<file path="src/rtl/pim_pkg.sv">
// pim_pkg: shared widths, constants, config register codes and the
// measurement word passed from the capture front end to the divider back end.
// No dependencies.
package pim_pkg;

  localparam int TIMER_BITS_DEF = 16;
  localparam int CAP_W          = 16;
  localparam int CNT_W          = 16;
  localparam int PERIOD_W       = 32;
  localparam int FREQ_W         = 27;
  localparam int DUTY_W         = 16;
  localparam int PROD_W         = PERIOD_W + DUTY_W;
  localparam int CFG_IDX_W      = 2;
  localparam int CFG_DATA_W     = 27;

  localparam logic [CNT_W-1:0]  CNT_MAX         = 16'hFFFF;
  localparam logic [FREQ_W-1:0] SRC_FREQ_RESET  = 27'd1000000;
  localparam logic [DUTY_W-1:0] DUTY_SCALE_RESET = 16'd10000;

  // configuration register indexes
  typedef enum logic [CFG_IDX_W-1:0] {
    CFG_SRC_FREQ   = 2'd0,
    CFG_DUTY_SCALE = 2'd1
  } cfg_idx_t;

  // one measurement word: period and high time in timer ticks
  typedef struct packed {
    logic [PERIOD_W-1:0] period;
    logic [PERIOD_W-1:0] high_time;
  } meas_t;

endpackage

</file>
<file path="src/rtl/pim_front.sv">
// pim_front: capture front end, keeps overflow count, last rise and the
// measured period and high time, and pushes one measurement word per accepted input word.
// Depends on pim_pkg.
module pim_front #(
  parameter int TIMER_BITS = pim_pkg::TIMER_BITS_DEF
) (
  input  logic                       clk,
  input  logic                       rst_n,
  input  logic                       in_valid,
  output logic                       in_ready,
  input  logic                       in_overflow_event,
  input  logic                       in_rise_event,
  input  logic [pim_pkg::CAP_W-1:0]  in_rise_capture,
  input  logic                       in_fall_event,
  input  logic [pim_pkg::CAP_W-1:0]  in_fall_capture,
  input  logic                       q_full,
  output logic                       q_push,
  output pim_pkg::meas_t             q_wdata
);
  import pim_pkg::*;

  localparam int EW = (TIMER_BITS + CNT_W + 1 > PERIOD_W + 1) ?
                      TIMER_BITS + CNT_W + 1 : PERIOD_W + 1;

  logic [CNT_W-1:0]      ovf_cnt_r;
  logic [TIMER_BITS-1:0] last_rise_r;
  logic                  rise_seen_r;
  logic [PERIOD_W-1:0]   period_r;
  logic [PERIOD_W-1:0]   high_r;

  logic [TIMER_BITS-1:0] rcap, fcap;
  logic [CNT_W-1:0]      cnt_ovf, ovf_cnt_nxt;
  logic [TIMER_BITS-1:0] last_rise_nxt;
  logic                  rise_seen_nxt;
  logic [PERIOD_W-1:0]   period_nxt, high_nxt;
  logic                  accept;

  // elapsed ticks from last rise to a capture, saturated to 32 bits
  function automatic logic [PERIOD_W-1:0] elapsed(
    input logic [TIMER_BITS-1:0] cap,
    input logic [TIMER_BITS-1:0] last,
    input logic [CNT_W-1:0]      n
  );
    logic [CNT_W-1:0] n_eff;
    logic [EW-1:0]    base;
    logic [EW-1:0]    t;
    // a wrap with no counted overflow still spans one timer period
    n_eff = (cap < last && n == '0) ? CNT_W'(1) : n;
    base  = EW'({n_eff, {TIMER_BITS{1'b0}}});
    if (cap >= last) t = base + EW'(cap - last);
    else             t = base - EW'(last - cap);
    if (|t[EW-1:PERIOD_W]) return '1;
    return t[PERIOD_W-1:0];
  endfunction

  assign rcap     = TIMER_BITS'(in_rise_capture);
  assign fcap     = TIMER_BITS'(in_fall_capture);
  assign in_ready = !q_full;
  assign accept   = in_valid && in_ready;

  // overflow, then rise, then fall
  always_comb begin
    cnt_ovf = ovf_cnt_r;
    if (in_overflow_event && ovf_cnt_r != CNT_MAX) cnt_ovf = ovf_cnt_r + CNT_W'(1);
    ovf_cnt_nxt   = cnt_ovf;
    last_rise_nxt = last_rise_r;
    rise_seen_nxt = rise_seen_r;
    period_nxt    = period_r;
    high_nxt      = high_r;
    if (in_rise_event) begin
      period_nxt    = rise_seen_r ? elapsed(rcap, last_rise_r, cnt_ovf) : '0;
      ovf_cnt_nxt   = '0;
      last_rise_nxt = rcap;
      rise_seen_nxt = 1'b1;
    end
    if (in_fall_event && rise_seen_nxt) begin
      high_nxt = elapsed(fcap, last_rise_nxt, ovf_cnt_nxt);
    end
  end

  // measurement state
  always_ff @(posedge clk) begin
    if (!rst_n) begin
      ovf_cnt_r   <= '0;
      last_rise_r <= '0;
      rise_seen_r <= 1'b0;
      period_r    <= '0;
      high_r      <= '0;
    end else if (accept) begin
      ovf_cnt_r   <= ovf_cnt_nxt;
      last_rise_r <= last_rise_nxt;
      rise_seen_r <= rise_seen_nxt;
      period_r    <= period_nxt;
      high_r      <= high_nxt;
    end
  end

  // hand the word to the queue
  assign q_push            = accept;
  assign q_wdata.period    = period_nxt;
  assign q_wdata.high_time = high_nxt;

endmodule

</file>
<file path="src/rtl/pim_queue.sv">
// pim_queue: two-entry queue of measurement words between front and back end.
// Depends on pim_pkg.
module pim_queue (
  input  logic           clk,
  input  logic           rst_n,
  input  logic           push,
  input  pim_pkg::meas_t wdata,
  output logic           full,
  input  logic           pop,
  output logic           rvalid,
  output pim_pkg::meas_t rdata
);
  import pim_pkg::*;

  meas_t      mem_r [2];
  logic       wr_ptr_r, rd_ptr_r;
  logic [1:0] cnt_r;

  assign full   = cnt_r == 2'd2;
  assign rvalid = cnt_r != 2'd0;
  assign rdata  = mem_r[rd_ptr_r];

  // storage
  always_ff @(posedge clk) begin
    if (push) mem_r[wr_ptr_r] <= wdata;
  end

  // pointers and fill count
  always_ff @(posedge clk) begin
    if (!rst_n) begin
      wr_ptr_r <= 1'b0;
      rd_ptr_r <= 1'b0;
      cnt_r    <= 2'd0;
    end else begin
      if (push) wr_ptr_r <= !wr_ptr_r;
      if (pop)  rd_ptr_r <= !rd_ptr_r;
      case ({push, pop})
        2'b10:   cnt_r <= cnt_r + 2'd1;
        2'b01:   cnt_r <= cnt_r - 2'd1;
        default: cnt_r <= cnt_r;
      endcase
    end
  end

endmodule

</file>
<file path="src/rtl/pim_back.sv">
// pim_back: divider back end, computes frequency and duty from a measurement
// word with two restoring dividers stepped together, one quotient bit a cycle.
// Depends on pim_pkg.
module pim_back (
  input  logic                            clk,
  input  logic                            rst_n,
  input  logic [pim_pkg::FREQ_W-1:0]      src_freq,
  input  logic [pim_pkg::DUTY_W-1:0]      duty_scale,
  input  logic                            q_valid,
  input  pim_pkg::meas_t                  q_rdata,
  output logic                            q_pop,
  output logic                            out_valid,
  input  logic                            out_ready,
  output logic [pim_pkg::PERIOD_W-1:0]    out_period_out,
  output logic [pim_pkg::PERIOD_W-1:0]    out_high_time_out,
  output logic [pim_pkg::FREQ_W-1:0]      out_frequency_out,
  output logic [pim_pkg::DUTY_W-1:0]      out_duty_out
);
  import pim_pkg::*;

  localparam int STEP_W = $clog2(FREQ_W);

  typedef enum logic [3:0] {
    S_IDLE = 4'b0001,
    S_LOAD = 4'b0010,
    S_DIV  = 4'b0100,
    S_DONE = 4'b1000
  } state_t;

  state_t              state_r, state_nxt;
  logic [STEP_W-1:0]   step_r;
  logic [PERIOD_W-1:0] per_r, hi_r;
  logic [PROD_W-1:0]   prod_r;
  logic [PERIOD_W-1:0] rem_f_r, rem_d_r;
  logic [FREQ_W-1:0]   num_f_r;
  logic [DUTY_W-1:0]   num_d_r;
  logic                out_valid_r;
  logic [PERIOD_W-1:0] o_per_r, o_hi_r;
  logic [FREQ_W-1:0]   o_freq_r;
  logic [DUTY_W-1:0]   o_duty_r;

  logic [PERIOD_W:0]   sh_f, sh_d, sub_f, sub_d;
  logic                ge_f, ge_d, last_step, out_free;

  // one restoring step for each divider
  always_comb begin
    sh_f  = {rem_f_r, num_f_r[FREQ_W-1]};
    sh_d  = {rem_d_r, num_d_r[DUTY_W-1]};
    ge_f  = sh_f >= {1'b0, per_r};
    ge_d  = sh_d >= {1'b0, per_r};
    sub_f = sh_f - {1'b0, per_r};
    sub_d = sh_d - {1'b0, per_r};
  end

  assign last_step = step_r == STEP_W'(FREQ_W - 1);
  assign out_free  = !out_valid_r || out_ready;
  assign q_pop     = (state_r == S_IDLE) && q_valid;

  // sequencer
  always_comb begin
    state_nxt = state_r;
    case (state_r)
      S_IDLE:  if (q_valid) state_nxt = S_LOAD;
      S_LOAD:  state_nxt = S_DIV;
      S_DIV:   if (last_step) state_nxt = S_DONE;
      S_DONE:  if (out_free) state_nxt = S_IDLE;
      default: state_nxt = S_IDLE;
    endcase
  end

  always_ff @(posedge clk) begin
    if (!rst_n) state_r <= S_IDLE;
    else        state_r <= state_nxt;
  end

  // datapath: multiply on pop, then divide
  always_ff @(posedge clk) begin
    case (state_r)
      S_IDLE: begin
        per_r  <= q_rdata.period;
        hi_r   <= q_rdata.high_time;
        prod_r <= PROD_W'(q_rdata.high_time) * PROD_W'(duty_scale);
      end
      S_LOAD: begin
        step_r  <= '0;
        rem_f_r <= '0;
        num_f_r <= src_freq;
        // high <= period keeps the upper product part below the period
        rem_d_r <= prod_r[PROD_W-1:DUTY_W];
        num_d_r <= prod_r[DUTY_W-1:0];
      end
      S_DIV: begin
        step_r  <= step_r + STEP_W'(1);
        rem_f_r <= ge_f ? sub_f[PERIOD_W-1:0] : sh_f[PERIOD_W-1:0];
        num_f_r <= {num_f_r[FREQ_W-2:0], ge_f};
        if (step_r < STEP_W'(DUTY_W)) begin
          rem_d_r <= ge_d ? sub_d[PERIOD_W-1:0] : sh_d[PERIOD_W-1:0];
          num_d_r <= {num_d_r[DUTY_W-2:0], ge_d};
        end
      end
      default: ;
    endcase
  end

  // output register
  always_ff @(posedge clk) begin
    if (!rst_n) begin
      out_valid_r <= 1'b0;
    end else if (state_r == S_DONE && out_free) begin
      out_valid_r <= 1'b1;
    end else if (out_ready) begin
      out_valid_r <= 1'b0;
    end
  end

  always_ff @(posedge clk) begin
    if (state_r == S_DONE && out_free) begin
      o_per_r  <= per_r;
      o_hi_r   <= hi_r;
      o_freq_r <= (per_r == '0) ? '0 : num_f_r;
      o_duty_r <= (per_r == '0 || hi_r > per_r) ? '0 : num_d_r;
    end
  end

  assign out_valid         = out_valid_r;
  assign out_period_out    = o_per_r;
  assign out_high_time_out = o_hi_r;
  assign out_frequency_out = o_freq_r;
  assign out_duty_out      = o_duty_r;

endmodule

</file>
<file path="src/rtl/pwm_input_period_duty_meter.sv">
// The back end takes one word at a time: it pops a word, loads its dividers,
// runs the 27-step serial divider and registers the result word before it pops
// the next; the front end keeps accepting into a two-word queue until it is full.
// Synchronous active-low reset clears the measurement state, the queue and
// the sequencer, and restores source_frequency 1000000 and duty_scale 10000.
// Depends on pim_pkg, pim_front, pim_queue and pim_back.
module pwm_input_period_duty_meter #(
  parameter int TIMER_BITS = pim_pkg::TIMER_BITS_DEF
) (
  input  logic                              clk,
  input  logic                              rst_n,
  input  logic                              in_valid,
  output logic                              in_ready,
  input  logic                              in_overflow_event,
  input  logic                              in_rise_event,
  input  logic [pim_pkg::CAP_W-1:0]         in_rise_capture,
  input  logic                              in_fall_event,
  input  logic [pim_pkg::CAP_W-1:0]         in_fall_capture,
  output logic                              out_valid,
  input  logic                              out_ready,
  output logic [pim_pkg::PERIOD_W-1:0]      out_period_out,
  output logic [pim_pkg::PERIOD_W-1:0]      out_high_time_out,
  output logic [pim_pkg::FREQ_W-1:0]        out_frequency_out,
  output logic [pim_pkg::DUTY_W-1:0]        out_duty_out,
  input  logic                              cfg_valid,
  output logic                              cfg_ready,
  input  logic [pim_pkg::CFG_IDX_W-1:0]     cfg_index,
  input  logic [pim_pkg::CFG_DATA_W-1:0]    cfg_data
);
  import pim_pkg::*;

  logic [FREQ_W-1:0] src_freq_r;
  logic [DUTY_W-1:0] duty_scale_r;
  logic              q_push, q_full, q_pop, q_valid;
  meas_t             q_wdata, q_rdata;

  // configuration registers
  assign cfg_ready = 1'b1;

  always_ff @(posedge clk) begin
    if (!rst_n) begin
      src_freq_r   <= SRC_FREQ_RESET;
      duty_scale_r <= DUTY_SCALE_RESET;
    end else if (cfg_valid) begin
      case (cfg_index)
        CFG_SRC_FREQ:   src_freq_r   <= cfg_data[FREQ_W-1:0];
        CFG_DUTY_SCALE: duty_scale_r <= cfg_data[DUTY_W-1:0];
        default: ;
      endcase
    end
  end

  // capture front end
  pim_front #(.TIMER_BITS(TIMER_BITS)) u_front (
    .clk               (clk),
    .rst_n             (rst_n),
    .in_valid          (in_valid),
    .in_ready          (in_ready),
    .in_overflow_event (in_overflow_event),
    .in_rise_event     (in_rise_event),
    .in_rise_capture   (in_rise_capture),
    .in_fall_event     (in_fall_event),
    .in_fall_capture   (in_fall_capture),
    .q_full            (q_full),
    .q_push            (q_push),
    .q_wdata           (q_wdata)
  );

  // decoupling queue
  pim_queue u_queue (
    .clk    (clk),
    .rst_n  (rst_n),
    .push   (q_push),
    .wdata  (q_wdata),
    .full   (q_full),
    .pop    (q_pop),
    .rvalid (q_valid),
    .rdata  (q_rdata)
  );

  // divider back end
  pim_back u_back (
    .clk               (clk),
    .rst_n             (rst_n),
    .src_freq          (src_freq_r),
    .duty_scale        (duty_scale_r),
    .q_valid           (q_valid),
    .q_rdata           (q_rdata),
    .q_pop             (q_pop),
    .out_valid         (out_valid),
    .out_ready         (out_ready),
    .out_period_out    (out_period_out),
    .out_high_time_out (out_high_time_out),
    .out_frequency_out (out_frequency_out),
    .out_duty_out      (out_duty_out)
  );

endmodule

</file>
<file path="config.mk">
export PLATFORM = sky130hd
export DESIGN_NAME = pwm_input_period_duty_meter
export DESIGN_NICKNAME = d
export VERILOG_FILES = /design/src/rtl/pim_pkg.sv /design/src/rtl/pim_front.sv /design/src/rtl/pim_queue.sv /design/src/rtl/pim_back.sv /design/src/rtl/pwm_input_period_duty_meter.sv
export SDC_FILE = /design/constraint.sdc
export NUM_CORES = 2
export LEC_CHECK = 0
export BUFFER_PORTS_ARGS = -buffer_cell sky130_fd_sc_hd__buf_2
export CORE_ASPECT_RATIO = 1.5
export CORE_MARGIN = 5
export CORE_UTILIZATION = 50
export CTS_CLUSTER_SIZE = 10
export DETAILED_ROUTE_END_ITERATION = 6
export GPL_TIMING_DRIVEN = 0
export PLACE_DENSITY = 0.7
export SYNTH_ARGS = -nofsm -noshare
export SYNTH_HDL_FRONTEND = slang
export SYNTH_SLANG_ARGS = --single-unit
</file>
<file path="constraint.sdc">
create_clock -name clk -period 9 [get_ports clk]
set_input_delay 0 -clock clk [delete_from_list [all_inputs] [get_ports clk]]
set_output_delay 0 -clock clk [all_outputs]
set_load 0.01 [all_outputs]
</file>
# After elaboration in Yosys (flattened, before gate mapping)
# Memory sizes are Yosys's and may differ from the RTL's. A register that Yosys moved wholly into a read port is not among the register bits.
# Cells that the tools add are included.
word_totals:
  reg_bits: 480
  ramBits: 128
  inputBits: 69
  output_inout_bits: 110
  n_memories: 1
memory_table:
  columns: ["memory", "depth", "width", "rd", "rd_clocked_by_memory_dff", "wr", "line_no", "text"]
  rows:
  - ["u_queue.mem_r", 2, 64, 1, 1, 1, "pim_queue.sv:15", "meas_t mem_r [2];"]
classes:
  addsub: 14
  multipliers: 1
  magnitude_cmp: 8
  n_eq_ne: 14
  muxes: 41
  n_reduce_logical: 25
op_table:
  columns: ["operator", "count"]
  rows:
  - ["two-way mux 32 bit", 10]
  - ["two-way mux 33 bit", 4]
  - ["case mux 32 bit (2 select lines)", 2]
  - ["two-way mux 16 bit", 6]
  - ["subtractor 16 x 16 -> 17 bit", 4]
  - ["adder 32 x 33 -> 33 bit", 2]
  - ["greater-or-equal comparator 33 x 32 -> 1 bit", 2]
  - ["subtractor 32 x 33 -> 33 bit", 2]
  - ["subtractor 32 bit", 2]
  - ["case mux 27 bit (2 select lines)", 1]
  - ["multiplier 32 x 16 -> 48 bit", 1]
  - ["greater-or-equal comparator 16 bit", 2]
  - ["> comparator 32 bit", 1]
  - ["logical NOT 16 bit", 2]
  - ["logical NOT 32 bit", 1]
  - ["< comparator 16 bit", 2]
  - ["case mux 16 bit (2 select lines)", 1]
  - ["adder 16 x 1 -> 16 bit (second input constant)", 1]
  - ["inequality test 16 bit (second input constant)", 1]
  - ["case mux 4 bit (4 select lines)", 1]
  - ["two-way mux 4 bit", 3]
  - ["two-way mux 1 bit", 11]
  - ["case mux 5 bit (2 select lines)", 1]
  - ["inequality test 2 x 1 -> 1 bit (second input constant)", 4]
  - ["other kinds (19)", 36]

# Depth between registers and ports, before layout
depth:
  ltp_word: 14
  mapped_depth: 29
  mapped_depth_nobuf: 26

# Hierarchy
# A second synthesis with hierarchy kept.
hier_totals:
  hier_cells: 5455
  hier_area_um2: 51943.6
by_module_without_submodules:
  columns: ["module", "n_inst", "cells_each", "area_per_inst_um2", "seq_area_each_um2"]
  rows:
  - ["pim_back", 1, 3256, 32533.7, 10039.6]
  - ["pim_front", 1, 1796, 12797.3, 1941.9]
  - ["pim_queue", 1, 221, 4833.4, 3943.8]
  - ["pwm_input_period_duty_meter", 1, 182, 1779.2, 860.8]

# Worst setup path before layout
# No wires, ideal clock.
synth_path:
  path_type: "register to register"
  from: "reg with a tool-made name"
  to: "reg u_back.prod_r[46], data pin"
  setup_time_ns: 0.265
  arrival_ns: 7.345
  setup_slack_ns: 1.390
  stages_incl_launch_ff: 27
  n_path_buf: 3
  period_less_slack_ns: 7.610
  cell_sequence: "dfxtp_1 clkbuf_1 clkbuf_1 mux2_2 clkbuf_1 nand2_1 fa_1 fa_1 fa_1 inv_1 fa_1 fa_1 inv_1 fa_1 inv_1 ha_1 a21o_1 a21o_1 a21o_1 a211oi_1 nand3_1 a21oi_1 nor4b_1 o41ai_1 o21a_1 o21ai_0 xor2_1"
synth_rtl:
  columns: ["element", "line_no", "text"]
  rows:
  - ["end signal, assigned", "pim_back.sv:82", "prod_r <= PROD_W'(q_rdata.high_time) * PROD_W'(duty_scale);"]
  - ["end, declared", "pim_back.sv:33", "logic [PROD_W-1:0] prod_r;"]

==> out/metrics.cfg <==
[sta]
rsz0062_at_grt = false
relSlewSlack = 0.0778
fmax_mhz = 116
slew_violations = 0
fin_crit_ns = 8.64
hold_viol = 0
finalClockSkew_ns = 0.0619
setup_viol = 0
final.period_utilization = 0.959
tightest_slew_ns = 1.37

[flow_run]
drv_cap = 0

[route]
vias = 40300
dr.pass1.iters = 6
antenna_left = 0
viasPerCell = 5.78
wire_per_inst_um = 22.4
drt_iter0_drc = 2884
routed_wl_um = 157000
drc = 0

[min_path]
min_path_type = in2reg

[floorplan]
die_w_um = 270
dieArea_um2 = 108000
die_h_um = 401
rows = 143
start_util = 0.503
io_pins = 179
core_area_um2 = 101000

[grt]
grt_pass1_vias = 42000
grt_usage = 0.284
overflow = 0
grt_start_max_net_pins = 73
antenna_found_initial = 1
grt_pass1_wl_um = 239000

[worst_setup_path]
worstSetupStartpointType = flop
crit_fanout = 10
r2r-end = u_back.prod_r[47]
arrival_ns = 9.10
endpoint = u_back.prod_r[47]
rr_worst_depth = 23
worstPathRequired_ns = 9.46
cp-end-kind = flop
critPathKind = reg2reg
reg2reg_slack_ns = 0.36

[synth]
synth_nets = 6137
synth_edf_count = 459
synthDistinctLibCells = 86
synth.avg_cell_area_um2 = 9.61
ys_ff_latch = 609
syn_inst = 5292
synth_ff_type = edfxtp_1
yosysSeqAreaShare = 0.330
async_reset_ff_frac = 0
ys_warn_count = 0
syn_area_um2 = 50900

[clock_network]
htreeDepth = 3
cts_tree = built
cts_root_buf = clkbuf_16
clock_sinks = 609
cts.reportedPaths.clkPinSlew_ns = 0.05
cts-buffers-inserted = 74
clock_latency_ns = 0.66
clock_path_buffers = 3

[layout]
num-fill-cells = 8835
layout.nets = 6456
largest_register_ffs = 128
layout-drive-gt1-share = 0.0733
post-route-util = 0.560
multi_input_area_um2 = 30800
top_regs = u_queue.mem_r x128, u_back.prod_r x48
largest-register = u_queue.mem_r
design_area_um2 = 56600
areaGrowthSynthToFinish_pct = 11.3
regArea_um2 = 16800

[placement]
place_area_um2 = 53700
io_buffers = 176
hpwlAfterDp_um = 124000
place_congestion = 0.974

[outcome]
status = finished, final reports clean

==> final cells by class <==
class | instances | area share
Timing Repair Buffer | 245 | 0.0302
Multi-Input combinational cell | 3819 | 0.545
Buffer | 247 | 0.0177
Antenna cell | 3 | 0.000133
Sequential cell | 609 | 0.297
Clock buffer | 123 | 0.0369
Inverter | 615 | 0.0408
Clock inverter | 14 | 0.00411
Tap cell | 1305 | 0.0289
==> cells by family (layout without fill, tap and decap cells) <==
family          Yosys count  count (layout)  synth area share
compound gates         1010            1010             0.131
xor+xnor                214             214            0.0369
fa+ha+maj               776             776             0.254
buf+inv                 864            1244            0.0647
flops                   609             609             0.330
mux                     119             119            0.0251
other cells               1               4         0.0000737
simple gates           1699            1699             0.158
==> critical path, stage by stage (launching register included) <==
cell	delay, ns
dfxtp_2	0.50
clkbuf_2	0.35
mux2_2	0.47
clkbuf_1	0.64
nand2_1	0.17
fa_1	0.54
fa_1	0.49
inv_1	0.05
fa_1	0.54
fa_1	0.45
fa_1	0.53
fa_1	0.48
ha_1	0.37
and2_1	0.19
nand3_1	0.12
a21oi_1	0.06
a22oi_1	0.29
a31oi_1	0.25
a41oi_1	0.44
o211a_1	0.28
o21ai_1	0.17
a221oi_1	0.52
o21ai_0	0.24
xnor2_1	0.30
==> routing by layer <==
layer	part of all wire	vias up	track usage
met1	0.34	19500	0.302
li1	-	18600	-
met2	0.50	1597	0.505
met5	0	-	0
met3	0.062	596	0.0442
met4	0.093	0	0.216
==> how the worst min path moves through the flow <==
stage               slack, ns  cells past startpoint           endpoint                from
floorplan                0.12                      2     src_freq_r[14]        cfg_data[14]
global placement         0.22                      3     src_freq_r[19]        cfg_data[19]
detailed placement       0.22                      3     src_freq_r[16]        cfg_data[16]
CTS                      0.07                      6  u_front.high_r[1]  in_fall_capture[1]
global route             0.13                      4     src_freq_r[19]        cfg_data[19]
finish                   0.11                      6  u_front.high_r[1]  in_fall_capture[1]
==> synth_stat cells (16+ instances only) <==
cell	instances	share of area
nand4_1	42	0.0052
mux2i_1	52	0.010
nand3_1	70	0.0069
edfxtp_1	459	0.27
nor4_1	26	0.0032
inv_1	615	0.045
dfxtp_1	150	0.059
nor3b_1	25	0.0037
o21bai_1	42	0.0062
a31oi_1	96	0.012
nand2_1	786	0.058
o21ai_0	199	0.020
fa_1	426	0.17
mux2_2	67	0.015
xor2_1	67	0.012
a211oi_1	43	0.0063
and3_1	37	0.0046
nor2_1	220	0.016
or3_1	26	0.0032
ha_1	350	0.086
nand2b_1	31	0.0038
nor3_1	77	0.0076
o31ai_1	16	0.0024
nor2b_1	67	0.0082
o21a_1	36	0.0053
a21o_1	115	0.017
o2bb2ai_1	30	0.0052
a21oi_1	225	0.022
a21boi_0	60	0.0089
clkbuf_1	228	0.017
xnor2_1	147	0.025
and2_1	245	0.030
o211a_1	26	0.0051
==> metrics by stage <==
stage | setup TNS, ns | instances | hold slack (ns) | setup slack, ns
6_report | 0 | 6980 | 0.109 | 0.365
5_1_grt | 0 | 6977 | 0.134 | 0.0477
4_1_cts | 0 | 6977 | 0.0678 | 0.0551
3_5_place_dp | -8.33 | 6788 | 0.219 | -0.916
3_3_place_gp | -8.18 | 6773 | 0.225 | -0.909
2_1_floorplan | 0 | 5292 | 0.124 | 1.39
==> cell usage in the layout, fill, tap and decap left out, types with 30 or more instances in the layout <==
cell type      netlist  layout
mux2i_1             52      52
edfxtp_1           459     459
nor2_1             220     219
a21boi_0            60      60
nor2b_1             67      66
nand4_1             42      42
inv_1              615     614
a211oi_1            43      42
o21bai_1            42      42
a31oi_1             96      96
and3_1              37      36
nand3_1             70      70
o21a_1              36      36
nand2_1            786     786
o21ai_0            199     197
a21o_1             115     115
buf_2                6     182
xor2_1              67      67
and2_1             245     245
dfxtp_1            150     149
nand2b_1            31      31
a21oi_1            225     225
xnor2_1            147     147
clkbuf_1           228     251
o2bb2ai_1           30      30
dlygate4sd3_1        0      54
fa_1               426     426
ha_1               350     350
mux2_2              67      67
nor3_1              77      76
clkbuf_16            0      75
==> repair_timing <==
action | 4_1_cts | 5_1_grt
hold buffers | 54 | 0
setup endpoints to repair | 12 | 10
endpoints found under the hold margin | 65 | 0
setup buffers | 0 | 0
gates resized for setup | 20 | 4
Power is not shown: default switching activity piles up to over one toggle a cycle in this logic, so the estimate is an artifact.
